==> src/hw/rtl/assert_macros.svh <==
// Assertion macros for the system register execute unit.
// Used by the top level; no other dependencies.
`ifndef ASSERT_MACROS_SVH
`define ASSERT_MACROS_SVH

// Property must hold on every rising clock edge outside reset.
`define SREU_ASSERT(label, clk, rst_n, prop, msg) \
  label: assert property (@(posedge clk) disable iff (!rst_n) (prop)) else $error(msg);

// Antecedent implies consequent in the same cycle.
`define SREU_ASSERT_IMP(label, clk, rst_n, ante, cons, msg) \
  label: assert property (@(posedge clk) disable iff (!rst_n) (ante) |-> (cons)) \
    else $error(msg);

`endif

==> src/hw/rtl/sreu_pkg.sv <==
// Shared types and constants for the system register execute unit.
// No dependencies.
package sreu_pkg;

  localparam int unsigned SPECIAL_COUNT = 1024;
  localparam int unsigned SEGMENT_COUNT = 16;
  localparam int unsigned SPR_W         = $clog2(SPECIAL_COUNT);
  localparam int unsigned SEG_W         = $clog2(SEGMENT_COUNT);
  localparam int unsigned QUEUE_DEPTH   = 2;

  localparam logic [31:0] RFI_COPY_MASK  = 32'h87C0_FF73;
  localparam logic [31:0] RFI_CLEAR_MASK = 32'h0004_0000;
  localparam logic [31:0] XER_TOP        = 32'hF000_0000;

  localparam logic [SPR_W-1:0] SPR_XER   = SPR_W'(1);
  localparam logic [SPR_W-1:0] SPR_SRR0  = SPR_W'(26);
  localparam logic [SPR_W-1:0] SPR_SRR1  = SPR_W'(27);
  localparam logic [SPR_W-1:0] SPR_TBL_W = SPR_W'(284);
  localparam logic [SPR_W-1:0] SPR_TBU_W = SPR_W'(285);
  localparam logic [SPR_W-1:0] TBR_TBL   = SPR_W'(268);
  localparam logic [SPR_W-1:0] TBR_TBU   = SPR_W'(269);

  localparam int unsigned TO_LT  = 4;
  localparam int unsigned TO_GT  = 3;
  localparam int unsigned TO_EQ  = 2;
  localparam int unsigned TO_ULT = 1;
  localparam int unsigned TO_UGT = 0;

  typedef enum logic [3:0] {
    OP_TRAP  = 4'd0,
    OP_SC    = 4'd1,
    OP_RFI   = 4'd2,
    OP_MTCRF = 4'd3,
    OP_MCRXR = 4'd4,
    OP_MFCR  = 4'd5,
    OP_MTMSR = 4'd6,
    OP_MFMSR = 4'd7,
    OP_MTSPR = 4'd8,
    OP_MFSPR = 4'd9,
    OP_MFTB  = 4'd10,
    OP_MTSR  = 4'd11,
    OP_MFSR  = 4'd12
  } op_e;

  typedef enum logic [1:0] {
    SPRK_XER   = 2'd0,
    SPRK_SRR0  = 2'd1,
    SPRK_SRR1  = 2'd2,
    SPRK_OTHER = 2'd3
  } spr_kind_e;

  typedef enum logic [1:0] {
    EXC_NONE = 2'd0,
    EXC_TRAP = 2'd1,
    EXC_SC   = 2'd2
  } exc_e;

  // Classified instruction as held in the queue
  typedef struct packed {
    op_e              op;
    logic             trap_hit;
    spr_kind_e        spr_kind;
    logic [SPR_W-1:0] spr;
    logic [SEG_W-1:0] seg;
    logic [31:0]      src;
    logic [7:0]       crm;
    logic [2:0]       crf;
    logic [31:0]      pc;
  } sreu_item_t;

  typedef struct packed {
    logic [31:0] dest_value;
    logic        dest_write;
    exc_e        exception;
    logic        redirect;
    logic [31:0] next_pc;
  } sreu_result_t;

endpackage

==> src/hw/rtl/sreu_front.sv <==
// Front end: unpacks input transactions, evaluates the trap compare and
// classifies the special register number. Depends on sreu_pkg.
module sreu_front (
  input  logic                 s_axis_tvalid,
  output logic                 s_axis_tready,
  input  logic [167:0]         s_axis_tdata,
  input  logic                 q_ready_i,
  input  logic                 clearing_i,
  output logic                 push_o,
  output sreu_pkg::sreu_item_t item_o
);

  logic [31:0]              a_val;
  logic [31:0]              b_val;
  logic [4:0]               to_mask;
  logic [sreu_pkg::SPR_W-1:0] spr;

  assign a_val   = s_axis_tdata[35:4];
  assign b_val   = s_axis_tdata[67:36];
  assign to_mask = s_axis_tdata[104:100];
  assign spr     = s_axis_tdata[125:116];

  assign s_axis_tready = q_ready_i && !clearing_i;
  assign push_o        = s_axis_tvalid && s_axis_tready;

  always_comb begin
    item_o.op  = sreu_pkg::op_e'(s_axis_tdata[3:0]);
    item_o.src = s_axis_tdata[99:68];
    item_o.crm = s_axis_tdata[112:105];
    item_o.crf = s_axis_tdata[115:113];
    item_o.spr = spr;
    item_o.seg = s_axis_tdata[129:126];
    item_o.pc  = s_axis_tdata[161:130];

    item_o.trap_hit =
        (to_mask[sreu_pkg::TO_LT]  && ($signed(a_val) < $signed(b_val))) ||
        (to_mask[sreu_pkg::TO_GT]  && ($signed(a_val) > $signed(b_val))) ||
        (to_mask[sreu_pkg::TO_EQ]  && (a_val == b_val)) ||
        (to_mask[sreu_pkg::TO_ULT] && (a_val < b_val)) ||
        (to_mask[sreu_pkg::TO_UGT] && (a_val > b_val));

    if (spr == sreu_pkg::SPR_XER) begin
      item_o.spr_kind = sreu_pkg::SPRK_XER;
    end else if (spr == sreu_pkg::SPR_SRR0) begin
      item_o.spr_kind = sreu_pkg::SPRK_SRR0;
    end else if (spr == sreu_pkg::SPR_SRR1) begin
      item_o.spr_kind = sreu_pkg::SPRK_SRR1;
    end else begin
      item_o.spr_kind = sreu_pkg::SPRK_OTHER;
    end
  end

endmodule

==> config.mk <==
export PLATFORM = sky130hd
export DESIGN_NAME = sreu_front
export DESIGN_NICKNAME = d
export VERILOG_FILES = /design/src/hw/rtl/assert_macros.svh /design/src/hw/rtl/sreu_pkg.sv /design/src/hw/rtl/sreu_front.sv
export SDC_FILE = /design/constraint.sdc
export NUM_CORES = 1
export LEC_CHECK = 0
export BUFFER_PORTS_ARGS = -buffer_cell sky130_fd_sc_hd__buf_2
export CAP_MARGIN = 20
export CELL_PAD_IN_SITES_DETAIL_PLACEMENT = 2
export CELL_PAD_IN_SITES_GLOBAL_PLACEMENT = 2
export CORE_ASPECT_RATIO = 1.2
export CORE_MARGIN = 3
export CORE_UTILIZATION = 10
export DETAILED_ROUTE_END_ITERATION = 10
export PLACE_DENSITY = 0.82
export SYNTH_ARGS = -nofsm -noshare
export SYNTH_HDL_FRONTEND = slang
export SYNTH_SLANG_ARGS = --single-unit
==> constraint.sdc <==
create_clock -name vclk -period 2.39
set_clock_uncertainty 0.05 [all_clocks]
set_input_delay 0.478 -clock vclk [all_inputs]
set_output_delay 0.478 -clock vclk [all_outputs]
set_load 0.01 [all_outputs]
; Word-level counts from Yosys, hierarchy flattened
; Cells that the tools add are included.
[totals]
n_memories = 0
ram_bits = 0
romBits = 0
out_inout_bits = 98
latchBits = 0
word_cells = 23
ff_bits = 0
[classes]
n_lt_le_gt_ge = 4
bitwise_logic = 0
multipliers = 0
muxes = 3
addsub = 0
n_shift = 0
n_div = 0
reduce_logical = 12
eq_ne = 4
[ops]
columns = cell, n
row1 = greater-than comparator 32 bit, 2
row2 = less-than comparator 32 bit, 2
row3 = == test 32 bit, 1
row4 = "== test 10 x 5 -> 1 bit, second input constant", 2
row5 = "== test 10 x 1 -> 1 bit, second input constant", 1
row6 = logical AND 1 bit, 7
row7 = logical OR 1 bit, 4
row8 = 2-to-1 mux 2 bit, 2
row9 = logical NOT 1 bit, 1
row10 = 2-to-1 mux 1 bit, 1

; Depth between registers and ports, before layout
[logic_depth]
word_depth = 6
depth_mapped = 8
mapped_depth_nobuf = 8

; Least setup slack after synthesis
; Ideal clock, no wire load.
[synth_path]
path_type = input-to-output
start = input port s_axis_tdata[63]
end = output port item_o[91] (netlist name)
path_slack_ns = -0.204
n_path_buf = 0
cell_stages = 8
arrival_time_ns = 2.066
cell_sequence = inv_1 -> ha_1 -> nand4_1 -> or4_4 -> nor2_1 -> o31ai_1 -> o2111ai_1 -> mux2_4
[synth_rtl]
columns = element, line
row1 = from (decl), sreu_front.sv:6  ; input logic [167:0] s_axis_tdata,
row2 = to (decl), sreu_front.sv:10  ; output sreu_pkg::sreu_item_t item_o

==> results.toml <==
[detailed_routing]
routedWlPerCell_um = 12.7
drt-vias-per-instance = 3.40
final_antenna_net_count = 0
drt_first_pass_iters = 2
drc = 0
detail_route.iter0.violations = 10
totalWireLength_um = 5650
detailroute.via_count = 1516

[sta]
post-route-min-period_ps = 2950
fin_crit_sh = 1.23
maxSlewViolCount = 0
holdWs_ps = 906
rsz0062_at_grt = "true"
setup_violations = 1
maxClockFrequency_mhz = 339
report.final.hold_viol_count = 0
slew_headroom = 0.766
finalWorstSetupSlack_ps = -558
final.setup.tns_ps = -558
tightest_slew_ps = 348

[global_route]
grt_pass1_vias = 1781
antenna_found_initial = 0
grt_max_degree = 6
grt_first_pass_wirelength_um = 8510
gr-usage-all-layers = 0.0592
global_route.overflow_total = 0

[critical_path]
cpLargestDelayFamily = "simple AND/OR/NAND/NOR gates"
timing.critical_path.buf_inv = 3
cp.required_ps = 1860
critPathSlowestCell = "sky130_fd_sc_hd__or4_4"
critical_path.endpoint_type = "primary output"
setup.worst_path.end = "item_o[91]"
critical_path_arrival_ps = 2420
timing.critical_path.from_type = "input port"
timing.critical_path.depth = 10
critPathKind = "in -> out"
crit_path_cell_trace = "buf_4 > inv_12 > ha_4 > nand4_1 > or4_4 > nor2_4 > o31ai_4 > o2111ai_2 > mux2_4 > buf_6"
timing.critical_path.fanout_max = 3
critical_path.max_stage_delay_ps = 620
startpoint = "s_axis_tdata[58]"

[power_and_ir_drop]
pwr_density_cell_mw_per_mm2 = 152
power_leakage_nw = 1.03
vdd.ir_drop.worst_mv = 0.0582
p_total_uw = 311

[floorplanning]
i_o_pin_total = 269
floorplan.die.width_um = 123
rows = 50
floorplan.initialDensity = 0.103
die_h_um = 146
die_area_mm2 = 0.0179
coreArea_mm2 = 0.0158

[cts]
post-cts-setup-buffers = 0
holdBufCountCts = 0

[synthesis]
postSynthAreaPerCell_um2 = 7.37
total_of_warnings_raised_by_yosys = 0
synth_cells = 221
synth.top_cell.area_share = 0.429
netlist.top_cell.by_area = "sky130_fd_sc_hd__buf_4"
synth.distinct_cells = 29
synth.net_count = 424
netlist_top_cells_area = "sky130_fd_sc_hd__buf_4 43%, sky130_fd_sc_hd__ha_1 25%, sky130_fd_sc_hd__inv_1 7.4%"
synth.cell_area_mm2 = 0.00163
synth_sequential_area_ratio = 0

[status]
violations_in_the_final_reports = "negative setup slack"
run_status = "complete, but fails checks"

[layout]
final_antenna_diode_count = 0
synthToLayoutAreaGrowth_pct = 26.0
postLayoutCellArea_mm2 = 0.00205
fin_nets = 443
num-fill-cells = 1914
register_area_um2 = 0
layout.sequential_cells = 0
drive_gt1_frac = 0.592
clockBufferCount = 0

[place]
detailedPlace.worstSlack_ps = -816
numPortBuffers = 97
hpwl_um = 5340
gp_congestion = 0.634
placed_area_mm2 = 0.00190

[flow_run]
cap_viol_max_count = 0

[min_path]
hp-class = "in -> out"
==> routing by layer <==
layer,global-route usage,vias to the layer above,part of all wire
li1,-,682,-
met1,0.0534,690,0.30
met2,0.120,90,0.54
met3,0.00467,54,0.082
met4,0.0392,0,0.073
met5,0,-,0
==> timing repair <==
action,4_1_cts,5_1_grt
endpoints found under the setup margin,1,1
pin swaps,8,10
gates resized for setup,20,7
==> placed cells by master (no fill, tap or decap), types with 4 or more instances in the layout <==
cell type	n
sky130_fd_sc_hd__a21oi_1	9
sky130_fd_sc_hd__inv_1	22
sky130_fd_sc_hd__buf_6	8
sky130_fd_sc_hd__a21o_1	4
sky130_fd_sc_hd__buf_2	87
sky130_fd_sc_hd__ha_4	11
sky130_fd_sc_hd__inv_2	5
sky130_fd_sc_hd__nand4_1	8
sky130_fd_sc_hd__ha_1	21
sky130_fd_sc_hd__a211oi_1	4
sky130_fd_sc_hd__buf_4	14
==> synth_stat cells (all sizes together) <==
cell type	n
buf	93
ha	32
inv	32
a21oi	10
nand4	8
a211oi	4
a21o	4
nand2	4
nor2	4
nand3	3
nor2b	3
nor3	3
o211ai	3
nor4b	2
o21ai	2
or3	2
or4	2
a21boi	1
a221o	1
and2	1
and2b	1
and3	1
and4b	1
mux2	1
nand2b	1
o2111ai	1
o31ai	1
==> power by group <==
group          switching, mW  internal, mW  total [mW]
Sequential                 0             0           0
Clock                      0             0           0
Combinational          0.140         0.171       0.311
==> worst min path at each step <==
| stage | startpoint | to | cells past startpoint |
|---|---|---|---|
| final | s_axis_tdata[2] | item_o[94] | 0 |
| after floorplan | clearing_i | s_axis_tready | 1 |
| after CTS | s_axis_tdata[130] | item_o[0] | 0 |
| after global routing | s_axis_tdata[157] | item_o[27] | 0 |
| after detailed placement | s_axis_tdata[130] | item_o[0] | 0 |
| after global placement | s_axis_tdata[130] | item_o[0] | 0 |
==> per-stage QoR <==
step	instances	util
floorplan	221	-
global placement	446	0.121
detailed placement	446	0.121
CTS	446	0.128
global route	446	0.130
finish	446	0.130
==> kinds of logic (layout without fill, tap and decap cells) <==
kind of cell,count (synthesis),in the layout,synth area share
AOI/OAI and AO/OA,27,27,0.108
adders and majority gates,32,32,0.246
buffers and inverters,125,142,0.502
muxes,1,1,0.00921
and+or+nand+nor,36,36,0.134
==> layout make-up <==
| type | instances | area, um2 | area share |
|---|---|---|---|
| multi-input cells | 96 | 1000 | 0.487 |
| repair buffers | 110 | 646 | 0.314 |
| well taps | 208 | 260 | 0.127 |
| inverters | 32 | 148 | 0.0719 |
No activity file was read; power rests on OpenSTA's default activity.
