**config.mk**
```make
export PLATFORM = sky130hd
export DESIGN_NAME = sreu_queue
export DESIGN_NICKNAME = d
export VERILOG_FILES = /design/src/hw/rtl/assert_macros.svh /design/src/hw/rtl/sreu_pkg.sv /design/src/hw/rtl/sreu_queue.sv
export SDC_FILE = /design/constraint.sdc
export NUM_CORES = 1
export LEC_CHECK = 0
export BUFFER_PORTS_ARGS = -buffer_cell sky130_fd_sc_hd__buf_4
export CORE_UTILIZATION = 47
export CTS_CLUSTER_DIAMETER = 150
export DETAILED_ROUTE_END_ITERATION = 10
export PLACE_DENSITY = 0.76
export REMOVE_ABC_BUFFERS = 1
export SETUP_SLACK_MARGIN = 0.2
export SLEW_MARGIN = 0
export SYNTH_ARGS = -nofsm -noshare
export SYNTH_HDL_FRONTEND = slang
export SYNTH_SLANG_ARGS = --single-unit
```
**constraint.sdc**
```tcl
create_clock -name clk_i -period 5.4 [get_ports clk_i]
set_clock_uncertainty 0.05 [all_clocks]
set_input_delay 0 -clock clk_i [delete_from_list [all_inputs] [get_ports clk_i]]
set_output_delay 0 -clock clk_i [all_outputs]
set_load 0.005 [all_outputs]
```
**src/hw/rtl/assert_macros.svh**
```systemverilog
// Assertion macros for the system register execute unit.
// Used by the top level; no other dependencies.
`ifndef ASSERT_MACROS_SVH
`define ASSERT_MACROS_SVH

// Property must hold on every rising clock edge outside reset.
`define SREU_ASSERT(label, clk, rst_n, prop, msg) \
  label: assert property (@(posedge clk) disable iff (!rst_n) (prop)) else $error(msg);

// Antecedent implies consequent in the same cycle.
`define SREU_ASSERT_IMP(label, clk, rst_n, ante, cons, msg) \
  label: assert property (@(posedge clk) disable iff (!rst_n) (ante) |-> (cons)) \
    else $error(msg);

`endif

```
**src/hw/rtl/sreu_pkg.sv**
```systemverilog
// Shared types and constants for the system register execute unit.
// No dependencies.
package sreu_pkg;

  localparam int unsigned SPECIAL_COUNT = 1024;
  localparam int unsigned SEGMENT_COUNT = 16;
  localparam int unsigned SPR_W         = $clog2(SPECIAL_COUNT);
  localparam int unsigned SEG_W         = $clog2(SEGMENT_COUNT);
  localparam int unsigned QUEUE_DEPTH   = 2;

  localparam logic [31:0] RFI_COPY_MASK  = 32'h87C0_FF73;
  localparam logic [31:0] RFI_CLEAR_MASK = 32'h0004_0000;
  localparam logic [31:0] XER_TOP        = 32'hF000_0000;

  localparam logic [SPR_W-1:0] SPR_XER   = SPR_W'(1);
  localparam logic [SPR_W-1:0] SPR_SRR0  = SPR_W'(26);
  localparam logic [SPR_W-1:0] SPR_SRR1  = SPR_W'(27);
  localparam logic [SPR_W-1:0] SPR_TBL_W = SPR_W'(284);
  localparam logic [SPR_W-1:0] SPR_TBU_W = SPR_W'(285);
  localparam logic [SPR_W-1:0] TBR_TBL   = SPR_W'(268);
  localparam logic [SPR_W-1:0] TBR_TBU   = SPR_W'(269);

  localparam int unsigned TO_LT  = 4;
  localparam int unsigned TO_GT  = 3;
  localparam int unsigned TO_EQ  = 2;
  localparam int unsigned TO_ULT = 1;
  localparam int unsigned TO_UGT = 0;

  typedef enum logic [3:0] {
    OP_TRAP  = 4'd0,
    OP_SC    = 4'd1,
    OP_RFI   = 4'd2,
    OP_MTCRF = 4'd3,
    OP_MCRXR = 4'd4,
    OP_MFCR  = 4'd5,
    OP_MTMSR = 4'd6,
    OP_MFMSR = 4'd7,
    OP_MTSPR = 4'd8,
    OP_MFSPR = 4'd9,
    OP_MFTB  = 4'd10,
    OP_MTSR  = 4'd11,
    OP_MFSR  = 4'd12
  } op_e;

  typedef enum logic [1:0] {
    SPRK_XER   = 2'd0,
    SPRK_SRR0  = 2'd1,
    SPRK_SRR1  = 2'd2,
    SPRK_OTHER = 2'd3
  } spr_kind_e;

  typedef enum logic [1:0] {
    EXC_NONE = 2'd0,
    EXC_TRAP = 2'd1,
    EXC_SC   = 2'd2
  } exc_e;

  // Classified instruction as held in the queue
  typedef struct packed {
    op_e              op;
    logic             trap_hit;
    spr_kind_e        spr_kind;
    logic [SPR_W-1:0] spr;
    logic [SEG_W-1:0] seg;
    logic [31:0]      src;
    logic [7:0]       crm;
    logic [2:0]       crf;
    logic [31:0]      pc;
  } sreu_item_t;

  typedef struct packed {
    logic [31:0] dest_value;
    logic        dest_write;
    exc_e        exception;
    logic        redirect;
    logic [31:0] next_pc;
  } sreu_result_t;

endpackage

```
**src/hw/rtl/sreu_queue.sv**
```systemverilog
// Short FIFO of classified instructions between front and back end.
// Depends on sreu_pkg.
module sreu_queue (
  input  logic                 clk_i,
  input  logic                 rst_ni,
  input  logic                 push_i,
  input  sreu_pkg::sreu_item_t item_i,
  output logic                 ready_o,
  input  logic                 pop_i,
  output logic                 valid_o,
  output sreu_pkg::sreu_item_t item_o
);

  localparam int unsigned PTR_W = $clog2(sreu_pkg::QUEUE_DEPTH);
  localparam int unsigned CNT_W = $clog2(sreu_pkg::QUEUE_DEPTH + 1);

  sreu_pkg::sreu_item_t slot_q [sreu_pkg::QUEUE_DEPTH];
  logic [PTR_W-1:0] wr_ptr_q, wr_ptr_d;
  logic [PTR_W-1:0] rd_ptr_q, rd_ptr_d;
  logic [CNT_W-1:0] count_q, count_d;

  assign ready_o = (count_q != CNT_W'(sreu_pkg::QUEUE_DEPTH));
  assign valid_o = (count_q != '0);
  assign item_o  = slot_q[rd_ptr_q];

  always_comb begin
    wr_ptr_d = wr_ptr_q;
    rd_ptr_d = rd_ptr_q;
    count_d  = count_q;
    if (push_i) begin
      wr_ptr_d = (wr_ptr_q == PTR_W'(sreu_pkg::QUEUE_DEPTH - 1)) ? '0 : wr_ptr_q + 1'b1;
    end
    if (pop_i) begin
      rd_ptr_d = (rd_ptr_q == PTR_W'(sreu_pkg::QUEUE_DEPTH - 1)) ? '0 : rd_ptr_q + 1'b1;
    end
    if (push_i && !pop_i) begin
      count_d = count_q + 1'b1;
    end else if (pop_i && !push_i) begin
      count_d = count_q - 1'b1;
    end
  end

  always_ff @(posedge clk_i or negedge rst_ni) begin
    if (!rst_ni) begin
      wr_ptr_q <= '0;
      rd_ptr_q <= '0;
      count_q  <= '0;
    end else begin
      wr_ptr_q <= wr_ptr_d;
      rd_ptr_q <= rd_ptr_d;
      count_q  <= count_d;
    end
  end

  always_ff @(posedge clk_i) begin
    if (push_i) begin
      slot_q[wr_ptr_q] <= item_i;
    end
  end

endmodule

```
Word level (Yosys, flattened, before mapping)
Memories as Yosys holds them, arrays and structs flattened.
Cells that the tools add are included.
Operators by class
  add/subtract/negate cells: 4
  eq/ne operators: 1
  mux-type cells: 6
  reduce and logical (&&, ||, !) cells: 6
Operators by type and width (count)
  1-bit two-way mux: 4
  2-bit two-way mux: 2
  2-bit nonzero test: 2
  1-bit adder (second input constant): 2
  2-bit by 1-bit adder with 2-bit output (second input constant): 1
  1-bit logical AND: 2
  1-bit zero test: 2
  2-bit inequality test (second input constant): 1
  2-bit by 1-bit subtractor with 2-bit output (second input constant): 1
Word-level totals
  register bits after elaboration: 4
  RAM bits: 192
  input bits: 100
  output and inout port bits: 98
  logic and storage cells: 21
  memories: 1
Memory list
  slot_q: words 2, bits a word 96, rd ports 1, clocked after memory_dff 0, write ports 1, line sreu_queue.sv:17  | sreu_pkg::sreu_item_t slot_q [sreu_pkg::QUEUE_DEPTH];

Longest topological paths before layout
  depth in word-level cells: 4
  depth in mapped cells: 5
  depth with buffers taken out: 5

Worst setup path after synthesis
Ideal clock, no wire load.
  path kind: flip-flop to flip-flop
  from: reg wr_ptr_q
  to: mem slot_q[0][0] (netlist name) (enable)
  library setup time: 0.563 ns
  arrival time: 4.653 ns
  data required time: 4.787 ns
  path slack: 0.134 ns
  stages on the path, launching flop included: 2
  buffers on the path: 0
  clock period less this slack: 5.266 ns
  cell sequence: dfrtp_1 -> nor2b_1
RTL lines
  start, declared: line sreu_queue.sv:18  | logic [PTR_W-1:0] wr_ptr_q, wr_ptr_d;
  start signal, assigned: line sreu_queue.sv:49  | wr_ptr_q <= wr_ptr_d;
  end, declared: line sreu_queue.sv:17
No word-level cell before the write port.

==> flow_summary.ini <==
[timing]
setup_viol = 0
fin_crit_sh_pct = 50.6
rsz0062_at_grt = no
hold_viol = 0
slew_headroom_pct = 47.6
worstMarginPinSlew_ns = 0.786
fin_setup_tns_ns = 0
fin_crit_ns = 2.73
timing.fmax_mhz = 366
slew_viol_final = 0

[run_status]
status = completed

[setup_path]
r2r-start = wr_ptr_q
rr_worst_depth = 2
worstPathArrival_ns = 2.68
critPathCaptureType = output port
reg2reg_to = slot_q[1][4]
worstSetupPathType = flip-flop to output port
rrSetupSlack_ns = 3.22
worst_ep_required_time_ns = 5.35
crit_fanout = 51
worstSetupStartpointType = flip-flop

[pwr]
powerDensity_mw_per_mm2 = 454
vdd_ir_drop_max_uv = 387
p_sw_w = 0.00123
comb_power_share_pct = 30.0
p_sw_share_pct = 25.9
seq_power_share_pct = 46.0
clkPwrFrac_pct = 24.0
leakage_nw = 4.03
power.internal_w = 0.00351

[global_route]
grt_start_max_net_pins = 54
antenna_found_initial = 1
grt_first_pass_wirelength_um = 22300
grtUsageTotal_pct = 18.6
grt_overflow = 0
grt_pass1_vias = 4423

[final_layout]
seqCellArea_mm2 = 0.00587
syn_to_final_growth_pct = 44.2
nets = 725
design_area_mm2 = 0.0104
layout-drive-gt1-share_pct = 51.1
multi_input_area_mm2 = 0.00129
fill_cells = 917

[floorplan]
fp.dieH_um = 126
ioPinCount = 198
fp.dieW_um = 126
fp.dieArea_mm2 = 0.0159
core_mm2 = 0.0148
rows = 44
initial_core_util_pct = 49.0

[clock_tree]
cts_tree = built
ctsHtreeMaxLevel = 4
cts_resized = 0
clk_pin_slew_ns = 0.07
cts_buffers = 17
clk_path_buf_depth = 2
clock-sinks = 196
insertion_delay_ns = 0.41
root_buffer = clkbuf_16

[place]
portBuffers = 197
place_congestion = 0.717
dp_hpwl_um = 8330
dpl-instance-area_mm2 = 0.00890

[detailed_routing]
drc = 0
drt_iter0_drc = 189
via_per_inst = 4.91
ant_nets = 0
wl_per_cell_um = 17.6
routed-via-count = 4034
dr.pass1.iters = 4
totalWireLength_um = 14400

[synthesis]
synthTopCellsByArea = edfxtp_1, mux2_2, mux2_4
ys_ff_latch = 196
synth_area_mm2 = 0.00723
ys_warn_count = 0
synth.top_cell.area_share_pct = 79.7
synth-edff-count = 192
synth.top_cells.by_count = edfxtp_1, mux2_2, mux2_4, buf_2, buf_6
syn_inst = 315
yosysMostFrequentCell = edfxtp_1
post_synth.cell_area_avg_um2 = 23.0
async_flop_share_pct = 2.04
ys_seq_area_share_pct = 81.1
synth_flop_cell = edfxtp_1
synthDistinctLibCells = 15
synth.largest_area_cell = edfxtp_1

[min_path]
hold_depth = 2
min_to = slot_q[1][57]
worstHoldStart = item_i[57]
hold_class = input pin to flip-flop

[run]
drv_cap = 0
stage by stage:
step | total power [W] | instances | util [%] | setup WS (ns) | hold slack (ns)
final | 0.00474 | 821 | 70.7 | 2.67 | 0.261
after global routing | 0.00494 | 821 | 70.7 | 2.52 | 0.251
after CTS | 0.00477 | 820 | 70.7 | 2.64 | 0.231
after detailed placement | 0.00357 | 689 | 60.3 | 3.10 | -0.250
after global placement | 0.00354 | 689 | 60.3 | 3.10 | -0.252
after floorplan | 0.00295 | 304 | - | 0.134 | -0.346
how the worst max path moves through the flow:
stage | from | end | cells past startpoint
after floorplan | wr_ptr_q | slot_q[0][0] | 1
after global placement | rd_ptr_q | item_o[76] | 3
after detailed placement | rd_ptr_q | item_o[20] | 3
after CTS | rd_ptr_q | item_o[20] | 3
after global routing | rd_ptr_q | item_o[80] | 3
final | rd_ptr_q | item_o[80] | 3
cell usage in the layout, fill, tap and decap left out, types with 2 or more instances in the layout:
cell | Yosys | final
dlygate4sd3_1 | 0 | 100
clkbuf_16 | 0 | 17
clkbuf_1 | 0 | 4
mux2_2 | 66 | 66
clkinv_1 | 0 | 3
dfrtp_1 | 4 | 3
xor2_1 | 4 | 4
buf_4 | 0 | 201
clkinv_4 | 0 | 2
edfxtp_1 | 192 | 192
mux2_4 | 30 | 30
clkinvlp_4 | 0 | 3
repair_timing:
action | CTS | global route
hold buffers | 100 | 0
setup endpoints to repair | 0 | 0
hold endpoints to repair | 199 | 0
setup buffers | 0 | 0
critical path: stages (launching register included):
cell	delay, ns
dfrtp_4	0.94
buf_4	0.70
mux2_2	0.42
buf_4	0.14
layer usage:
layer	up-vias	track usage (%)	wire, um
met3	23	4.89	776
met2	154	33.2	7620
met5	-	0	0
li1	1858	-	-
met1	1999	20.9	5750
met4	0	8.08	301
kinds of logic after synthesis:
logic type	after synthesis	synth area share, %
simple gates	5	0.398
xor+xnor	5	0.605
flops	196	81.1
buf+inv	12	1.25
mux	96	16.5
fa+ha+maj	1	0.173
layout make-up:
type,count,area share (%)
antenna,1,0.0240
clock buffer,21,4.22
clock inverter,10,0.828
inverter,1,0.0360
multi-input combinational,107,12.4
sequential,196,56.3
tap,184,2.21
timing repair buffer,301,24.1
sequential cells by signal (all words and copies together) (netlist names):
| register | count |
|---|---|
| slot_q | 192 |
| rd_ptr_q | 1 |
| wr_ptr_q | 1 |
| count_q | 2 |
power groups by stage:
stage | clock network (W) | registers (W) | logic (W)
final | 0.00114 | 0.00218 | 0.00142
after global routing | 0.00121 | 0.00221 | 0.00152
after CTS | 0.00116 | 0.00218 | 0.00143
after detailed placement | 0 | 0.00221 | 0.00136
after global placement | 0 | 0.00220 | 0.00134
after floorplan | 0 | 0.00225 | 0.000707
Note: power is estimated with default switching activity, not from simulation.
